**config.mk**
```make
export PLATFORM = sky130hd
export DESIGN_NAME = half_precision_adder_truncating_core
export DESIGN_NICKNAME = d
export VERILOG_FILES = /design/src/sv/hpa_pkg.sv /design/src/sv/hpa_align.sv /design/src/sv/hpa_addsub.sv /design/src/sv/hpa_norm.sv /design/src/sv/half_precision_adder_truncating_core.sv
export SDC_FILE = /design/constraint.sdc
export NUM_CORES = 1
export LEC_CHECK = 0
export BUFFER_PORTS_ARGS = -buffer_cell sky130_fd_sc_hd__buf_2
export CELL_PAD_IN_SITES_DETAIL_PLACEMENT = 1
export CELL_PAD_IN_SITES_GLOBAL_PLACEMENT = 2
export CORE_MARGIN = 1
export CORE_UTILIZATION = 38
export DETAILED_ROUTE_END_ITERATION = 16
export GPL_TIMING_DRIVEN = 0
export PLACE_DENSITY = 0.84
export SLEW_MARGIN = 25
export SYNTH_ARGS = -nofsm -noshare
export SYNTH_HDL_FRONTEND = slang
export SYNTH_SLANG_ARGS = --single-unit
```
**constraint.sdc**
```tcl
create_clock -name clk -period 5.04 [get_ports clk]
set_input_delay 0 -clock clk [delete_from_list [all_inputs] [get_ports clk]]
set_output_delay 0 -clock clk [all_outputs]
set_load 0.05 [all_outputs]
```
**src/sv/hpa_pkg.sv**
```systemverilog
package hpa_pkg;

  // Binary16 field widths
  localparam int ManW = 10;
  localparam int ExpW = 5;
  localparam int SigW = 11;

  localparam logic [14:0] MagMax = 15'h7FFF;

  // Stage 1 -> stage 2: ordered operands
  typedef struct packed {
    logic             sign;
    logic             sub;
    logic [ExpW-1:0]  e_big;
    logic [SigW-1:0]  sig_big;
    logic [SigW-1:0]  sig_small;
  } align_t;

  // Stage 2 -> stage 3: raw sum
  typedef struct packed {
    logic             sign;
    logic [ExpW-1:0]  e_big;
    logic [11:0]      sum;
  } sum_t;

endpackage

```
**src/sv/hpa_align.sv**
```systemverilog
module hpa_align (
  input  logic                clk,
  input  logic                adv,
  input  logic [15:0]         operand_a,
  input  logic [15:0]         operand_b,
  output hpa_pkg::align_t     align_q
);

  hpa_pkg::align_t align_next;
  logic        a_big;
  logic [15:0] big;
  logic [15:0] small_op;
  logic [5:0]  gap;
  logic [10:0] sig_s;

  // Order by magnitude, flush zero exponents, truncate-shift the smaller
  always_comb begin
    a_big = operand_a[14:0] >= operand_b[14:0];
    big = a_big ? operand_a : operand_b;
    small_op = a_big ? operand_b : operand_a;
    align_next.sub = operand_a[15] ^ operand_b[15];
    align_next.sign = big[15];
    align_next.e_big = big[14:10];
    align_next.sig_big = (big[14:10] == 5'd0) ? 11'd0 : {1'b1, big[9:0]};
    sig_s = (small_op[14:10] == 5'd0) ? 11'd0 : {1'b1, small_op[9:0]};
    gap = {1'b0, big[14:10]} - {1'b0, small_op[14:10]};
    align_next.sig_small = (gap >= 6'd11) ? 11'd0 : (sig_s >> gap[3:0]);
  end

  always_ff @(posedge clk) begin
    if (adv) begin
      align_q <= align_next;
    end
  end

endmodule

```
**src/sv/hpa_addsub.sv**
```systemverilog
module hpa_addsub (
  input  logic             clk,
  input  logic             adv,
  input  hpa_pkg::align_t  align_q,
  output hpa_pkg::sum_t    sum_q
);

  hpa_pkg::sum_t sum_next;
  logic [10:0] neg_small;

  // Add or subtract the aligned significands
  always_comb begin
    neg_small = (~align_q.sig_small) + 11'd1;
    sum_next.sign = align_q.sign;
    sum_next.e_big = align_q.e_big;
    if (align_q.sub) begin
      sum_next.sum = {1'b0, align_q.sig_big + neg_small};
    end else begin
      sum_next.sum = {1'b0, align_q.sig_big} + {1'b0, align_q.sig_small};
    end
  end

  always_ff @(posedge clk) begin
    if (adv) begin
      sum_q <= sum_next;
    end
  end

endmodule

```
**src/sv/hpa_norm.sv**
```systemverilog
module hpa_norm (
  input  hpa_pkg::sum_t  sum_q,
  output logic [15:0]    result
);

  logic [3:0]  lead;
  logic [6:0]  expo;
  logic [11:0] norm;

  // Find the leading one, then normalize and clamp the exponent
  always_comb begin
    lead = 4'd0;
    for (int i = 0; i < 12; i++) begin
      if (sum_q.sum[i]) begin
        lead = 4'(i);
      end
    end
    expo = {2'b0, sum_q.e_big} + 7'd1 + {3'b0, lead} - 7'd11;
    if (lead == 4'd11) begin
      norm = sum_q.sum >> 1;
    end else begin
      norm = sum_q.sum << (4'd10 - lead);
    end
    if (sum_q.sum == 12'd0) begin
      result = {sum_q.sign, 15'd0};
    end else if (!expo[6] && expo >= 7'd32) begin
      result = {sum_q.sign, hpa_pkg::MagMax};
    end else if (expo[6] || expo == 7'd0) begin
      result = {sum_q.sign, 15'd0};
    end else begin
      result = {sum_q.sign, expo[4:0], norm[9:0]};
    end
  end

endmodule

```
**src/sv/half_precision_adder_truncating_core.sv**
```systemverilog
// Channel | Direction | tdata fields (low bit up)
// s_axis  | in        | operand_a[15:0], operand_b[31:16]
// m_axis  | out       | sum_bits[15:0]
// Output is registered; one item per cycle unless m_axis stalls.
// Stages: order/align, add/subtract, normalize into the output register.
// Reset clears the stage valid bits only.
// A stall on m_axis holds the whole pipeline; no item is lost or repeated.
module half_precision_adder_truncating_core (
  input  logic        clk,
  input  logic        rst,
  input  logic        s_axis_tvalid,
  output logic        s_axis_tready,
  input  logic [31:0] s_axis_tdata,   // operand_a, operand_b
  output logic        m_axis_tvalid,
  input  logic        m_axis_tready,
  output logic [15:0] m_axis_tdata    // sum_bits
);

  logic v1, v2, adv;
  hpa_pkg::align_t align_q;
  hpa_pkg::sum_t   sum_q;
  logic [15:0] result;

  // Advance all stages together whenever the output can move
  assign adv = m_axis_tready || !m_axis_tvalid;
  assign s_axis_tready = adv;

  hpa_align u_align (.clk(clk), .adv(adv), .operand_a(s_axis_tdata[15:0]),
                     .operand_b(s_axis_tdata[31:16]), .align_q(align_q));
  hpa_addsub u_addsub (.clk(clk), .adv(adv), .align_q(align_q), .sum_q(sum_q));
  hpa_norm u_norm (.sum_q(sum_q), .result(result));

  // Valid bits travel with the data
  always_ff @(posedge clk) begin
    if (rst) begin
      v1 <= 1'b0;
      v2 <= 1'b0;
      m_axis_tvalid <= 1'b0;
    end else if (adv) begin
      v1 <= s_axis_tvalid;
      v2 <= v1;
      m_axis_tvalid <= v2;
    end
  end

  // Output register
  always_ff @(posedge clk) begin
    if (adv) begin
      m_axis_tdata <= result;
    end
  end

`ifndef NO_ASSERTIONS
  a_hold: assert property (@(posedge clk) disable iff (rst)
    m_axis_tvalid && !m_axis_tready |=> m_axis_tvalid && $stable(m_axis_tdata))
    else $error("output changed under stall");
  a_ready: assert property (@(posedge clk) disable iff (rst)
    s_axis_tready == (m_axis_tready || !m_axis_tvalid))
    else $error("ready mismatch");
  a_flow: assert property (@(posedge clk) disable iff (rst)
    adv && v2 |=> m_axis_tvalid)
    else $error("item lost in pipeline");
`endif

endmodule
```
# Word level (Yosys, flattened, before mapping)
# Cells that the tools add are included.
[op_classes] n_lt_le_gt_ge=3 n_reduce_logical=9 div_mod_pow=0 shifts=2 add_sub_neg=8 multipliers=0 n_mux=19 n_bitwise=2 n_eq_ne=1
[op_table] operator="$mux W15" n=3
[op_table] operator="$mux W4" n=10
[op_table] operator="$mux W11" n=3
[op_table] operator="$mux W16" n=1
[op_table] operator="$ge A15 B15 Y1" n=1
[op_table] operator="$add A11 B11 Y12" n=1
[op_table] operator="$logic_not A12 Y1" n=1
[op_table] operator="$shl A12 B4 Y10" n=1
[op_table] operator="$add A11 B1 Y11 const B" n=1
[op_table] operator="$add A11 B11 Y11" n=1
[op_table] operator="$not A11 Y11" n=1
[op_table] operator="$shr A11 B4 Y11" n=1
[op_table] operator="$logic_not A5 Y1" n=2
[op_table] operator="$mux W10" n=1
[op_table] operator="$add A7 B4 Y7" n=1
[op_table] operator="$ge A7 B6 Y1 const B" n=1
[op_table] operator="$logic_not A7 Y1" n=1
[op_table] operator="$sub A7 B4 Y7 const B" n=1
[op_table] operator="$add A5 B1 Y6 const B" n=1
[op_table] operator="$ge A6 B4 Y1 const B" n=1
[op_table] operator="$sub A5 B5 Y6" n=1
[op_table] operator="$eq A4 B4 Y1 const B" n=1
[op_table] operator="$sub A4 B4 Y4 const A" n=1
[op_table] operator="$logic_not A1 Y1" n=2
[op_table] operator="other kinds (4)" n=5
[totals] output_inout_bits=18 ram_bits=0 register_bits=66 in_bits=36 memories=0 wordCells=59 romBits=0 latch_bits=0

# Depth between registers and ports, before layout
[depth] depth_word=17 ltp_mapped=19 ltp_nobuf=15

# Hierarchy
# From an unflattened synthesis, not the netlist that was laid out.
[unflattened] cells_unflattened=612 area_unflattened_um2=5849.4
[by_module_without_submodules] mod="hpa_align" area_each_um2=2481.1 cells_each=266 seq_area_each_um2=870.8 instances=1
[by_module_without_submodules] mod="hpa_addsub" area_each_um2=1467.7 cells_each=146 seq_area_each_um2=540.5 instances=1
[by_module_without_submodules] mod="hpa_norm" area_each_um2=1291.2 cells_each=172 seq_area_each_um2=0.0 instances=1
[by_module_without_submodules] mod="half_precision_adder_truncating_core" area_each_um2=609.3 cells_each=28 seq_area_each_um2=540.5 instances=1

# Worst setup path before layout
# OpenSTA, ideal clock, no wires.
[synth_timing] path_kind="reg2reg" startpoint="reg, netlist name u_addsub.sum_q[1]" endpoint="reg m_axis_tdata[8] (data pin)" stages_incl_launch_ff=17 synth_period_minus_slack_ns=3.761 t_arrival_ns=3.592 required_ns=4.871 n_path_buf=1 setup_ns=0.169 setup_slack_ns=1.279 cell_sequence="edfxtp_1 > nor2b_1 > o21bai_1 > a21oi_1 > o41ai_2 > buf_6 > ha_1 > inv_1 > ha_1 > fa_1 > a21o_1 > a21oi_1 > xnor2_1 > nor2_1 > a21boi_0 > nand2_1 > o31ai_1"
[synth_via] elab_chain_len=17 elab_cells_between_ends=25 classes_between="3 x add/sub; 1 x order compare; 1 x eq/ne; 1 x shift; 14 x mux; 5 x reduce/logical"
[synth_lines] item="branches (longest 17 deep; another with $add A7 B4 Y7)"
[synth_lines] item="end signal: assignment" line_no="half_precision_adder_truncating_core.sv:49" text="m_axis_tdata <= result;"
[synth_lines] item="end: declaration" line_no="half_precision_adder_truncating_core.sv:16" text="output logic [15:0] m_axis_tdata"
# Several ways; the timed one is not identified.
# A chain may end at the register's enable or synchronous reset.

# Worst setup path after layout
[layout_timing] startpoint="reg, netlist name u_addsub.sum_q[1]" endpoint="reg m_axis_tdata[8] (data pin)"
[layout_via] elab_chain_len=17 elab_cells_between_ends=25 classes_between="3 x add/sub; 1 x order compare; 1 x eq/ne; 1 x shift; 14 x mux; 5 x reduce/logical"
[layout_lines] item="branches (longest 17 deep; another with $add A7 B4 Y7)"
# Several ways; the timed one is not identified.

==> summary by stage <==
Layout
Of the cells placed in the final design, the portion with a size suffix greater than 1 is between 10% and 20%. The multi-input combinational cells in the finished layout cover a total of about 3100 um^2. In the final layout, flip-flops and latches occupy between 1500 and 2000 um^2. The filler cell count in the final layout is 1627. The synthesis-to-finish area growth is 17.08%. After the last flow step, the layout net total stands at approximately 720. In the layout the commonest cells are edfxtp_1 (63), buf_2 (60), inv_1 (57).

The library cell used most frequently in the layout, excluding fill and tap cells, is edfxtp_1. The number of antenna diodes in the final layout is 0.

Placed design
The number of buffer cells added on primary ports is 53. The final weighted congestion in routability-driven placement is slightly below 0.9. Prior to clock tree synthesis, the placed netlist has a worst setup slack of 0.5652 ns. The detailed placement HPWL is a little over 10 mm.

Synthesis
The post-synthesis cell type count is a little under 70. The synthesized netlist devotes about 2.8% of its cell area to XOR and XNOR gates. Counting every net in the synthesized netlist gives between 600 and 700. In this run the cell area of the synthesized design comes to between 5000 and 6000 um^2. After Yosys synthesis, full adders, half adders and majority gates account for roughly an eighth of the synthesized area. The post-synthesis sequential element count is 66. After synthesis, flip-flops and latches occupy 36.25% of the total area.

The number of enable-type register cells in the synthesized netlist is 63. The yosys synthesis warning count is 0. Among all flip-flop cells after synthesis, the most frequent one is edfxtp_1. The main combinational cell family by area after synthesis is compound AO/OA/AOI/OAI gates. The simple-gate portion of the synthesized area is 14.10%. The multiplexer fraction of the synthesized cell area is between 10% and 20%.

The fraction of the mapped netlist area in compound gates is a little under a fifth. In the synthesized netlist the async set-or-reset flop fraction comes to 0%. The mean area per synthesized cell is between 9 and 10 um^2. The synthesized instance count is 565.

Power
Per report_power, the sequential group accounts for 27.7% of the total. The total power divided by cell area is about 550 nW/um^2. The fraction of power consumed by the clock network is 20.9%. The combinational group share of total power is approximately half. The maximum ir drop on the vdd rail is approximately 0.22 mV. The net switching power is 1.414 mW. The leakage component of the power is between 2 and 3 nW. Of the total power, the share spent switching nets is 41.13%. Internal power comes to between 2 and 2.5 mW.

Routing
The detailed router's first-iteration violation count is roughly 110. Using the TritonRoute via totals, the vias-per-cell ratio works out to around 5.4. The number of optimization iterations in the first detailed-route pass is 5.

After detailed routing, the average wire length per cell comes to 15.76 um. The DRC violation count after routing is 0. The total number of vias is between 4000 and 5000. After detailed routing, the total wire length is approximately 13 mm. The final antenna-violating net count is 0.

STA
The pin slew with the least headroom to its limit is just under 0.8 ns. Setup repair after global routing left no endpoint under its margin. The worst path uses roughly 87% of the clock period.

For this run, the top clock speed supported by timing is about 230 MHz. The total count of max-transition violations in the final report was 0. Headroom to the max-slew limit came out at approximately half. The number of hold violations in the final report is 0. Setup violations remaining at the end of the flow were counted as 0.

The smallest clock period supported by the final layout is computed as around 4.4 ns. The final setup TNS is 0 ns. The final setup skew is 0.006343 ns. In the post-route analysis, the smallest setup slack over all paths is about 0.64 ns.

Clock tree
The master cell of the clock root buffer is clkbuf_16. The TritonCTS sink count is 66. After clock tree synthesis, the clock-pin slew on the worst setup and hold paths is roughly 0.060 ns. Gates resized during post-CTS repair numbered 0. The number of buffers inserted during clock tree synthesis is 9. The clock latency reported for the late side of the worst-skew pair is 0.34 ns.

The CTS tree is done. The buffers inserted during post-CTS setup optimization is 0. The clock tree synthesis step divided the H-tree into 3 levels. The maximum buffer depth of the clock tree is 2.

Global routing
The wire length of the first global-routing pass is around 22 mm. The total global routing track utilization is roughly a fifth. The via count of the first global-routing pass is around 4600. The global route total overflow is 0.

The initial antenna violation count is 0. The largest net degree at the start of global routing is between 50 and 60.

Setup path
The critical path capture point is m_axis_tdata[8]$_SDFFCE_PN0P_. The critical path is of the register to register type. The type of element launching the critical path is a register. In this run the critical register-to-register path is launched from u_addsub.sum_q[1]$_DFFE_PP_. The capture instance of the worst register-to-register path is m_axis_tdata[8]$_SDFFCE_PN0P_. In this run the worst path has a maximum fanout of 10. The cell with the biggest individual delay on the critical path is o41ai_2. The endpoint arrival time on the critical path is approximately 4.6 ns. The critical path data required time is about 5.2 ns.

The slack of the worst reg-to-reg path is 0.64 ns. The depth of the worst register-to-register path is 16. The signal on the critical path passes through nor2b_1, o21bai_1, a21oi_1, o41ai_2, buf_6, ha_1, inv_1, ha_1, fa_1, a21o_1, a21oi_1, xnor2_1, nor2_1, a21boi_0, nand2_1, o31ai_1. The start point of the critical path is u_addsub.sum_q[1]$_DFFE_PP_. The sort of element at the end of the critical path is a register.

On the worst path, the slowest cell contributes a delay of around 0.63 ns.

Floorplanning
In this run the standard cell core region covers roughly 14000 um^2. The effective utilization at floorplan is between 30% and 40%. In this run the vertical extent of the chip is between 100 and 150 um. Row generation in the floorplan step produced between 40 and 50 rows.

The die covers between 10000 and 15000 um^2. In this run the count of I/O pins placed on the die edge is 54. The floorplan step set the die width to 121.0 um.

Worst hold path
The class of the most critical hold timing path is input port to register.

Run
The number of max-cap violations is 0.

Outcome
The run finished with clean final reports.
-- power groups by stage --
stage               registers, mW  clock network, mW  logic (mW)
CTS                         0.951              0.737        1.78
detailed placement          0.961                  0        1.76
floorplan                    1.16                  0        1.17
finish                      0.951              0.719        1.77
global placement            0.956                  0        1.71
global route                0.976              0.751        1.96
-- cell families after synthesis --
| logic type | count (synthesis) |
|---|---|
| and+or+nand+nor | 162 |
| xor gates and xnor gates | 17 |
| DFF | 66 |
| AOI/OAI and AO/OA | 149 |
| adders and majority gates | 51 |
| muxes | 44 |
| buffers and inverters | 76 |
-- critical path: cells and delay by family, from the launching register on --
family	cells	cell delay, ns
AOI/OAI and AO/OA	7	1.84
xor gates and xnor gates	1	0.29
adders and majority gates	3	0.76
buffers and inverters	2	0.29
DFF	1	0.50
and+or+nand+nor	3	0.55
-- worst min path at each step --
stage	from	end	slack (ns)	cells past startpoint
after floorplan	rst	m_axis_tvalid$_SDFFE_PP0P_	0.07	1
after global placement	rst	m_axis_tvalid$_SDFFE_PP0P_	0.19	2
after detailed placement	rst	m_axis_tvalid$_SDFFE_PP0P_	0.19	2
after CTS	s_axis_tdata[5]	u_align.align_q[16]$_SDFFCE_PN0P_	0.01	3
after global routing	s_axis_tdata[5]	u_align.align_q[16]$_SDFFCE_PN0P_	0.05	3
final	s_axis_tdata[5]	u_align.align_q[16]$_SDFFCE_PN0P_	0.02	3
-- Yosys cell counts, types with 6 or more instances --
| master | n | area (um^2) |
|---|---|---|
| xor2_1 | 6 | 52.55 |
| mux4_2 | 9 | 202.7 |
| nor4_1 | 6 | 37.54 |
| xnor2_1 | 11 | 96.34 |
| o21ai_1 | 6 | 30.03 |
| edfxtp_1 | 63 | 1892 |
| buf_2 | 7 | 35.03 |
| a21oi_1 | 50 | 250.2 |
| nand3_1 | 14 | 70.07 |
| ha_1 | 48 | 600.6 |
| clkbuf_1 | 6 | 22.52 |
| nor3_1 | 12 | 60.06 |
| nand2_1 | 40 | 150.1 |
| inv_1 | 57 | 214.0 |
| mux2i_1 | 24 | 240.2 |
| nor2_1 | 52 | 195.2 |
| o21ai_0 | 32 | 160.2 |
| mux2_2 | 10 | 112.6 |
| o21bai_1 | 7 | 52.55 |
| nor2b_1 | 15 | 93.84 |
-- area by class of cell --
| type | instances | share of cell area (%) |
|---|---|---|
| plain buffers | 17 | 1.508 |
| clock buffers | 10 | 3.632 |
| clock inverters | 6 | 1.826 |
| inverters | 59 | 3.513 |
| multi-input cells | 423 | 49.55 |
| flip-flops and latches | 66 | 30.96 |
| well taps | 180 | 3.572 |
| repair buffers | 59 | 5.438 |
-- what timing repair did --
| item | in CTS | in global routing |
|---|---|---|
| endpoints found under the setup margin | 0 | 0 |
| hold buffers | 5 | 0 |
| endpoints found under the hold margin | 5 | 0 |
-- through the flow --
stage          cells  total power, mW  hold WS (ns)  instance area, um^2  util (%)
2_1_floorplan    565            2.323       0.06907                 5385         -
3_3_place_gp     798            2.669        0.1896                 5876     42.49
3_5_place_dp     799            2.724        0.1934                 5911     42.75
4_1_cts          820            3.469       0.01141                 6305     45.60
5_1_grt          820            3.688       0.04891                 6305     45.60
6_report         820            3.439       0.02229                 6305     45.60
-- sequential cells by signal, indices dropped and copies added (netlist names) --
register	cells
u_addsub.sum_q	18
m_axis_tdata	16
m_axis_tvalid	1
v2	1
u_align.align_q	29
v1	1
-- routing by layer --
metal | track usage [%] | vias up | wire [um]
met5 | 0 | - | 0
met3 | 3.055 | 19 | 386
met1 | 21.56 | 2125 | 5499
met2 | 34.21 | 89 | 6727
li1 | - | 2195 | -
met4 | 8.102 | 0 | 309
Power figures use the tool's default switching activity.
